[src/sv/assert_macros.svh]
// Assertion macros used by the parser unit.
`ifndef ASSERT_MACROS_SVH
`define ASSERT_MACROS_SVH
`ifndef NO_ASSERTIONS
`define GZHP_ASSERT_SAME(lbl, ante, cons, msg) \
  lbl: assert property (@(posedge clk) disable iff (!rst_n) (ante) |-> (cons)) else $error(msg);
`define GZHP_ASSERT_NEXT(lbl, ante, cons, msg) \
  lbl: assert property (@(posedge clk) disable iff (!rst_n) (ante) |=> (cons)) else $error(msg);
`else
`define GZHP_ASSERT_SAME(lbl, ante, cons, msg)
`define GZHP_ASSERT_NEXT(lbl, ante, cons, msg)
`endif
`endif

[src/sv/gzhp_pkg.sv]
// Types, codes and helper functions of the gzip header parser.
`timescale 1ns / 1ps
package gzhp_pkg;

  localparam logic [3:0] PH_FIXED   = 4'd0;
  localparam logic [3:0] PH_XLEN_LO = 4'd1;
  localparam logic [3:0] PH_XLEN_HI = 4'd2;
  localparam logic [3:0] PH_XDATA   = 4'd3;
  localparam logic [3:0] PH_NAME    = 4'd4;
  localparam logic [3:0] PH_COMMENT = 4'd5;
  localparam logic [3:0] PH_HCRC    = 4'd6;
  localparam logic [3:0] PH_PAYLOAD = 4'd7;
  localparam logic [3:0] PH_ERROR   = 4'd8;

  localparam logic [7:0] FLG_HCRC     = 8'h02;
  localparam logic [7:0] FLG_EXTRA    = 8'h04;
  localparam logic [7:0] FLG_NAME     = 8'h08;
  localparam logic [7:0] FLG_COMMENT  = 8'h10;
  localparam logic [7:0] FLG_RESERVED = 8'hE0;

  localparam logic [7:0] MAGIC_ID1    = 8'h1F;
  localparam logic [7:0] MAGIC_ID2    = 8'h8B;
  localparam logic [7:0] METHOD_DEFL  = 8'h08;
  localparam logic [3:0] FIXED_LAST   = 4'd9;
  localparam logic [3:0] IDX_ID1      = 4'd0;
  localparam logic [3:0] IDX_ID2      = 4'd1;
  localparam logic [3:0] IDX_METHOD   = 4'd2;
  localparam logic [3:0] IDX_FLAGS    = 4'd3;
  localparam logic [15:0] HCRC_LEN    = 16'd2;

  localparam logic [1:0] KIND_HEADER  = 2'd0;
  localparam logic [1:0] KIND_PAYLOAD = 2'd1;
  localparam logic [1:0] KIND_ERROR   = 2'd2;

  localparam logic [2:0] ERR_NONE      = 3'd0;
  localparam logic [2:0] ERR_MAGIC     = 3'd1;
  localparam logic [2:0] ERR_METHOD    = 3'd2;
  localparam logic [2:0] ERR_RESERVED  = 3'd3;
  localparam logic [2:0] ERR_TRUNCATED = 3'd4;

  typedef struct packed {
    logic [3:0]  phase;
    logic [3:0]  fixed_index;
    logic [7:0]  flag_bits;
    logic [15:0] skip_remaining;
    logic [7:0]  extra_len_low;
    logic [2:0]  error_held;
  } parse_state_t;

  localparam parse_state_t STATE_RESET = '{
    phase: PH_FIXED, fixed_index: 4'd0, flag_bits: 8'd0,
    skip_remaining: 16'd0, extra_len_low: 8'd0, error_held: ERR_NONE
  };

  typedef struct packed {
    logic [1:0] kind;
    logic [2:0] err;
  } beat_class_t;

  // Returns the section that follows the finished section done.
  function automatic logic [3:0] next_section(input logic [3:0] done,
                                              input logic [7:0] flags);
    logic [3:0] ph;
    ph = PH_PAYLOAD;
    if (done < PH_HCRC && (flags & FLG_HCRC) != 8'd0) ph = PH_HCRC;
    if (done < PH_COMMENT && (flags & FLG_COMMENT) != 8'd0) ph = PH_COMMENT;
    if (done < PH_NAME && (flags & FLG_NAME) != 8'd0) ph = PH_NAME;
    if (done < PH_XLEN_LO && (flags & FLG_EXTRA) != 8'd0) ph = PH_XLEN_LO;
    return ph;
  endfunction

endpackage

[src/sv/gzhp_step.sv]
// Next-state and classification logic for one stream byte.
`timescale 1ns / 1ps
module gzhp_step import gzhp_pkg::*; (
  input  parse_state_t cur,
  input  logic [7:0]   in_byte,
  input  logic         end_of_data,
  input  logic         stream_start,
  output parse_state_t nxt,
  output beat_class_t  cls
);

  parse_state_t st;
  parse_state_t wrk;
  logic [2:0]   err;
  logic [1:0]   kind;
  logic [15:0]  skip_dec;
  logic [15:0]  xlen;

  always_comb begin
    st = stream_start ? STATE_RESET : cur;
    wrk = st;
    err = ERR_NONE;
    kind = KIND_HEADER;
    skip_dec = st.skip_remaining - 16'd1;
    xlen = {in_byte, st.extra_len_low};

    if (st.phase == PH_ERROR) begin
      kind = KIND_ERROR;
      err = st.error_held;
    end else if (st.phase == PH_PAYLOAD) begin
      kind = KIND_PAYLOAD;
    end else begin
      case (st.phase)
        PH_FIXED: begin
          if (st.fixed_index == IDX_ID1 && in_byte != MAGIC_ID1) begin
            err = ERR_MAGIC;
          end else if (st.fixed_index == IDX_ID2 && in_byte != MAGIC_ID2) begin
            err = ERR_MAGIC;
          end else if (st.fixed_index == IDX_METHOD && in_byte != METHOD_DEFL) begin
            err = ERR_METHOD;
          end else if (st.fixed_index == IDX_FLAGS) begin
            if ((in_byte & FLG_RESERVED) != 8'd0) begin
              err = ERR_RESERVED;
            end else begin
              wrk.flag_bits = in_byte;
            end
          end
          if (err == ERR_NONE) begin
            if (st.fixed_index >= FIXED_LAST) begin
              wrk.fixed_index = 4'd0;
              wrk.phase = next_section(PH_FIXED, wrk.flag_bits);
            end else begin
              wrk.fixed_index = st.fixed_index + 4'd1;
            end
          end
        end
        PH_XLEN_LO: begin
          wrk.extra_len_low = in_byte;
          wrk.phase = PH_XLEN_HI;
        end
        PH_XLEN_HI: begin
          wrk.skip_remaining = xlen;
          wrk.phase = (xlen == 16'd0) ? next_section(PH_XDATA, st.flag_bits) : PH_XDATA;
        end
        PH_XDATA: begin
          wrk.skip_remaining = skip_dec;
          if (skip_dec == 16'd0) begin
            wrk.phase = next_section(PH_XDATA, st.flag_bits);
          end
        end
        PH_NAME: begin
          if (in_byte == 8'd0) begin
            wrk.phase = next_section(PH_NAME, st.flag_bits);
          end
        end
        PH_COMMENT: begin
          if (in_byte == 8'd0) begin
            wrk.phase = next_section(PH_COMMENT, st.flag_bits);
          end
        end
        PH_HCRC: begin
          wrk.skip_remaining = skip_dec;
          if (skip_dec == 16'd0) begin
            wrk.phase = PH_PAYLOAD;
          end
        end
        default: begin
          err = st.error_held;
        end
      endcase
      // Entering the CRC section loads its two-byte count.
      if (wrk.phase == PH_HCRC && st.phase != PH_HCRC) begin
        wrk.skip_remaining = HCRC_LEN;
      end
      if (err == ERR_NONE && end_of_data && wrk.phase != PH_PAYLOAD) begin
        err = ERR_TRUNCATED;
      end
      if (err != ERR_NONE) begin
        kind = KIND_ERROR;
        wrk.error_held = err;
        wrk.phase = PH_ERROR;
      end
    end

    nxt = wrk;
    cls.kind = kind;
    cls.err = (kind == KIND_ERROR) ? err : ERR_NONE;
  end

endmodule

[src/sv/gzip_header_parser_unit.sv]
// gzip member header parser: top level with input and result registers.
//
// The in_ channel carries one stream byte per beat with its end_of_data and
// stream_start marks; the out_ channel returns one beat per input beat: the
// byte itself, its kind (header, payload or error) and an error code.
// A beat is taken on a rising edge where valid is high and stall is low.
// An accepted byte is held in the input register, is classified by
// the step logic against the parser state, and is captured in the result
// register when the result stage can advance, which raises out_valid.
// Throughput is one byte per cycle while out_stall is low; the parser state (phase, counters,
// saved flags, held error) updates in the same cycle a byte is classified.
// While out_stall holds the result, one more byte may still be taken into
// the input register; after that in_stall rises until the result moves.
// Synchronous reset clears both valid bits and returns the parser to the
// first magic byte with no error held. A beat with stream_start set
// restarts the parser before that byte is judged.
`timescale 1ns / 1ps
`include "assert_macros.svh"
module gzip_header_parser_unit import gzhp_pkg::*; (
  input  logic       clk,
  input  logic       rst_n,
  input  logic       in_valid,
  output logic       in_stall,
  input  logic [7:0] in_byte,
  input  logic       in_end_of_data,
  input  logic       in_stream_start,
  output logic       out_valid,
  input  logic       out_stall,
  output logic [7:0] out_byte,
  output logic [1:0] out_byte_kind,
  output logic [2:0] out_error_code
);

  logic         s1_valid_r;
  logic [7:0]   s1_byte_r;
  logic         s1_eod_r;
  logic         s1_start_r;
  logic         out_valid_r;
  logic [7:0]   out_byte_r;
  beat_class_t  out_cls_r;
  parse_state_t state_r;
  parse_state_t state_nxt;
  beat_class_t  cls_nxt;
  logic         adv;
  logic         s1_load;

  assign adv = !out_valid_r || !out_stall;
  assign s1_load = !s1_valid_r || adv;
  assign in_stall = !s1_load;

  gzhp_step u_step (
    .cur          (state_r),
    .in_byte      (s1_byte_r),
    .end_of_data  (s1_eod_r),
    .stream_start (s1_start_r),
    .nxt          (state_nxt),
    .cls          (cls_nxt)
  );

  always_ff @(posedge clk) begin
    if (!rst_n) begin
      s1_valid_r <= 1'b0;
      out_valid_r <= 1'b0;
      state_r <= STATE_RESET;
    end else begin
      if (s1_load) begin
        s1_valid_r <= in_valid;
      end
      if (adv) begin
        out_valid_r <= s1_valid_r;
        if (s1_valid_r) begin
          state_r <= state_nxt;
        end
      end
    end
  end

  always_ff @(posedge clk) begin
    if (s1_load && in_valid) begin
      s1_byte_r <= in_byte;
      s1_eod_r <= in_end_of_data;
      s1_start_r <= in_stream_start;
    end
    if (adv && s1_valid_r) begin
      out_byte_r <= s1_byte_r;
      out_cls_r <= cls_nxt;
    end
  end

  assign out_valid = out_valid_r;
  assign out_byte = out_byte_r;
  assign out_byte_kind = out_cls_r.kind;
  assign out_error_code = out_cls_r.err;

  `GZHP_ASSERT_SAME(a_code_only_on_error, out_valid_r && out_cls_r.kind != KIND_ERROR,
    out_cls_r.err == ERR_NONE, "error code set on a non-error beat")
  `GZHP_ASSERT_SAME(a_error_phase_holds_code, state_r.phase == PH_ERROR,
    state_r.error_held != ERR_NONE, "error phase without a held code")
  `GZHP_ASSERT_SAME(a_kind_legal, out_valid_r, out_cls_r.kind <= KIND_ERROR, "illegal byte kind")
  `GZHP_ASSERT_NEXT(a_state_frozen_on_stall, out_valid_r && out_stall,
    state_r == $past(state_r), "parser state moved while result stalled")

endmodule

[config.mk]
export PLATFORM = sky130hd
export DESIGN_NAME = gzip_header_parser_unit
export DESIGN_NICKNAME = d
export VERILOG_FILES = /design/src/sv/gzhp_pkg.sv /design/src/sv/gzhp_step.sv /design/src/sv/gzip_header_parser_unit.sv
export VERILOG_INCLUDE_DIRS = /design/src /design/src/sv
export SDC_FILE = /design/constraint.sdc
export NUM_CORES = 1
export LEC_CHECK = 0
export BUFFER_PORTS_ARGS = -buffer_cell sky130_fd_sc_hd__buf_2
export CORE_MARGIN = 3
export CORE_UTILIZATION = 62
export CTS_BUF_LIST = sky130_fd_sc_hd__clkbuf_4 sky130_fd_sc_hd__clkbuf_8 sky130_fd_sc_hd__clkbuf_16
export DETAILED_ROUTE_END_ITERATION = 8
export GPL_TIMING_DRIVEN = 0
export PLACE_DENSITY = 0.81
export RECOVER_POWER = 50
export SLEW_MARGIN = 10
export SYNTH_ARGS = -nofsm -noshare
export SYNTH_HDL_FRONTEND = slang
export SYNTH_HIERARCHICAL = 1
export SYNTH_SLANG_ARGS = --single-unit
[constraint.sdc]
create_clock -name clk -period 4.75 [get_ports clk]
set_input_delay 0.475 -clock clk [delete_from_list [all_inputs] [get_ports clk]]
set_output_delay 0.475 -clock clk [all_outputs]
set_load 0.005 [all_outputs]
==> flow_results.xml <==
<?xml version="1.0" encoding="UTF-8"?>
<metrics>
  <group name="run_status">
    <metric name="status" unit="">completed</metric>
  </group>
  <group name="yosys">
    <metric name="synth.yosys.warnings" unit="">6</metric>
    <metric name="netlist_area" unit="um2">4417</metric>
    <metric name="syn-num-nets" unit="">564</metric>
    <metric name="synthesized_area_divided_by_synthesized_cell_count" unit="um2">8.134</metric>
    <metric name="synthesis.instances" unit="">543</metric>
  </group>
  <group name="layout">
    <metric name="design.final.nets" unit="">605</metric>
    <metric name="flow.area_growth_from_synthesis" unit="%">9.972</metric>
    <metric name="antenna_cells_inserted" unit="">0</metric>
    <metric name="fillerInstances" unit="">588</metric>
    <metric name="final_std_cells_w_o_fill" unit="">685</metric>
    <metric name="drive_gt1_frac" unit="">0.1443</metric>
  </group>
  <group name="clocking">
    <metric name="holdBufCountCts" unit="">0</metric>
    <metric name="cts_tree" unit="">done</metric>
    <metric name="cts_sinks" unit="">64</metric>
    <metric name="clock_tree.root_cell" unit="">sky130_fd_sc_hd__clkbuf_8</metric>
    <metric name="path_clk_slew" unit="ps">80</metric>
    <metric name="clock_latency" unit="ps">350</metric>
    <metric name="cts.path.max_buffers" unit="">2</metric>
    <metric name="cts-buffers-inserted" unit="">9</metric>
    <metric name="cts-htree-levels" unit="">3</metric>
  </group>
  <group name="drt">
    <metric name="viasPerCell" unit="">6.533</metric>
    <metric name="first_iter_violations" unit="">667</metric>
    <metric name="firstDrtPassIters" unit="">6</metric>
    <metric name="drt-wirelength-per-cell" unit="um">19.08</metric>
    <metric name="drcViolationCount" unit="">0</metric>
    <metric name="finalWirelength" unit="um">13070</metric>
    <metric name="vias" unit="">4475</metric>
    <metric name="route.antenna.remaining_nets" unit="">0</metric>
  </group>
  <group name="worst_setup_path">
    <metric name="r2r_setup_slack" unit="ps">230</metric>
    <metric name="worst-endpoint-required" unit="ps">4950</metric>
    <metric name="reg2reg_depth" unit="">18</metric>
    <metric name="critPathLaunchType" unit="">flop</metric>
    <metric name="critical_path.max_fanout" unit="">10</metric>
    <metric name="worst-setup-path-type" unit="">flop to flop</metric>
    <metric name="regToRegStartpoint" unit="">s1_start_r$_DFFE_PP_</metric>
    <metric name="critical_path_data_arrival_time" unit="ps">4720</metric>
    <metric name="crit_path_end_kind" unit="">flop</metric>
    <metric name="regToRegEndpoint" unit="">state_r[26]$_SDFFE_PN0P_</metric>
  </group>
  <group name="hold_path">
    <metric name="worstHoldPathCells" unit="">1</metric>
    <metric name="hold_start" unit="">in_byte[3]</metric>
    <metric name="worst_hold_path_type" unit="">primary input to flop</metric>
    <metric name="hold-path-endpoint" unit="">s1_byte_r[3]$_DFFE_PP_</metric>
  </group>
  <group name="sta">
    <metric name="grt_setup_unrepaired" unit="">no</metric>
    <metric name="final-hold-violation-count" unit="">0</metric>
    <metric name="report.final.setup_viol" unit="">0</metric>
    <metric name="maxSlewHeadroom" unit="">0.3303</metric>
    <metric name="final_min_period_over_clock_period" unit="">0.9520</metric>
    <metric name="final_max_slew_viol_count" unit="">0</metric>
    <metric name="fmax" unit="GHz">0.2211</metric>
    <metric name="post-route-min-period" unit="ps">4522</metric>
    <metric name="fin_skew" unit="ps">7.249</metric>
    <metric name="final_critical_path_setup_slack" unit="ps">227.9</metric>
    <metric name="tightestPinTransition" unit="ps">1005</metric>
  </group>
  <group name="pwr">
    <metric name="irDropWorstVdd" unit="mV">0.1947</metric>
    <metric name="report.power.total" unit="mW">1.132</metric>
    <metric name="total_leakage_power" unit="nW">1.771</metric>
    <metric name="power_density" unit="nW/um2">233.0</metric>
  </group>
  <group name="place">
    <metric name="dp_cells" unit="">666</metric>
    <metric name="detailedPlacementHpwl" unit="um">9334</metric>
    <metric name="placement_stage_worst_setup_slack" unit="ps">-828.7</metric>
    <metric name="portBuffers" unit="">27</metric>
    <metric name="place_congestion" unit="">0.9831</metric>
  </group>
  <group name="global_route">
    <metric name="number_of_antenna_violations_at_the_first_check_in_global_routing" unit="">0</metric>
    <metric name="gr-total-overflow" unit="">0</metric>
    <metric name="grt_max_degree" unit="">22</metric>
    <metric name="grt_use_total" unit="">0.3252</metric>
    <metric name="vias_in_the_first_global_route" unit="">4287</metric>
    <metric name="grt_pass1_wl" unit="um">21220</metric>
  </group>
  <group name="run">
    <metric name="max_cap_viol_count" unit="">0</metric>
  </group>
  <group name="floorplanning">
    <metric name="core_area" unit="um2">6869</metric>
    <metric name="placementRows" unit="">30</metric>
    <metric name="die_width" unit="um">90.40</metric>
    <metric name="io_pins" unit="">29</metric>
    <metric name="design.die.area" unit="um2">8172</metric>
    <metric name="fp.dieH" unit="um">90.40</metric>
    <metric name="floorplan.initialDensity" unit="">0.6430</metric>
  </group>
</metrics>
cell type report:
class                   instances  area, um2  share of cell area
multi-input cells             418       2567              0.5286
flip-flops and latches         64       1511              0.3112
plain buffers                  38      242.7             0.04997
repair buffers                 30      152.6             0.03143
clock buffers                  10      131.4             0.02705
well taps                      96      120.1             0.02473
inverters                      23      86.33             0.01777
clock inverters                 6      45.04            0.009274
worst max-delay path by stage:
stage                         start                       end  slack (ps)  depth (start not counted)
2_1_floorplan  s1_start_r$_DFFE_PP_  state_r[21]$_SDFFE_PN0P_         690                         18
3_3_place_gp   s1_start_r$_DFFE_PP_  state_r[15]$_SDFFE_PN0P_        -800                         18
3_5_place_dp   s1_start_r$_DFFE_PP_  state_r[15]$_SDFFE_PN0P_        -830                         18
4_1_cts        s1_start_r$_DFFE_PP_  state_r[19]$_SDFFE_PN0P_          40                         18
5_1_grt        s1_start_r$_DFFE_PP_  state_r[19]$_SDFFE_PN0P_          20                         18
6_report       s1_start_r$_DFFE_PP_  state_r[26]$_SDFFE_PN0P_         230                         18
critical path, cell delays in order, from the launching register on:
cell and delay [ps]:
sky130_fd_sc_hd__edfxtp_1 420, sky130_fd_sc_hd__clkbuf_4 230, sky130_fd_sc_hd__inv_1 230, sky130_fd_sc_hd__buf_2 320, sky130_fd_sc_hd__clkbuf_4 290, sky130_fd_sc_hd__nand2_1 110
sky130_fd_sc_hd__ha_1 200, sky130_fd_sc_hd__buf_2 190, sky130_fd_sc_hd__mux2_2 290, sky130_fd_sc_hd__o41ai_2 60, sky130_fd_sc_hd__o211ai_1 220, sky130_fd_sc_hd__or3_1 370
sky130_fd_sc_hd__o211ai_1 170, sky130_fd_sc_hd__or3b_4 450, sky130_fd_sc_hd__nor4b_4 390, sky130_fd_sc_hd__buf_6 210, sky130_fd_sc_hd__a31oi_1 50, sky130_fd_sc_hd__nand2_1 80
sky130_fd_sc_hd__mux2i_1 80
placed cells by master (no fill, tap or decap), types with 5 or more instances in the layout:
cell                         n
sky130_fd_sc_hd__a21oi_1    23
sky130_fd_sc_hd__a22oi_1     8
sky130_fd_sc_hd__a31o_2      9
sky130_fd_sc_hd__a31oi_1    11
sky130_fd_sc_hd__buf_2      29
sky130_fd_sc_hd__clkbuf_1   26
sky130_fd_sc_hd__clkbuf_8    9
sky130_fd_sc_hd__dfxtp_1    41
sky130_fd_sc_hd__edfxtp_1   23
sky130_fd_sc_hd__ha_1        7
sky130_fd_sc_hd__inv_1      23
sky130_fd_sc_hd__mux2i_1    39
sky130_fd_sc_hd__nand2_1   108
sky130_fd_sc_hd__nand2b_1    8
sky130_fd_sc_hd__nand3_1     5
sky130_fd_sc_hd__nand4_1     6
sky130_fd_sc_hd__nor2_1     45
sky130_fd_sc_hd__nor2b_1     9
sky130_fd_sc_hd__nor3_1     14
sky130_fd_sc_hd__nor4_1      9
sky130_fd_sc_hd__o211ai_1    5
sky130_fd_sc_hd__o21ai_0    23
sky130_fd_sc_hd__o31ai_1     5
sky130_fd_sc_hd__or2_2       6
sky130_fd_sc_hd__or3_1       8
sky130_fd_sc_hd__xnor2_1     5
metal layers:
layer  global-route usage  vias up  share of wire
met1               0.4410     2091           0.43
met3              0.07500       48           0.10
li1                     -     2040              -
met5                    0        -              0
met2               0.4941      296           0.44
met4               0.1467        0          0.030
registers in the layout, indices dropped and copies added, names as in the netlist:
name and cells:
s1_eod_r 1, out_valid 1, out_byte_kind 2, s1_byte_r 8
s1_start_r 1, out_error_code 3, out_byte 8, state_r 39
s1_valid_r 1
power by group:
part           internal [mW]  switching, mW  leakage (nW)
clock network          0.198          0.232        0.0940
registers              0.581         0.0154         0.547
logic                 0.0398         0.0662          1.13
total                  0.818          0.314          1.77
metrics by stage:
step                hold WS (ps)  cell area [um2]    util  TNS, ps
floorplan                  431.4             4417       -        0
global placement           440.2             4672  0.6801   -14930
detailed placement         456.6             4672  0.6801   -15710
CTS                        287.4             4876  0.7098        0
global route               280.9             4857  0.7071        0
finish                     292.8             4857  0.7071        0
what timing repair did:
| item | CTS | global route |
|---|---|---|
| buffers inserted | 3 | 0 |
| pin swaps | 1 | 0 |
| cloned | 0 | 0 |
| endpoints found under the setup margin | 25 | 24 |
| resized for setup | 4 | 10 |
(Power assumes the default switching activity.)
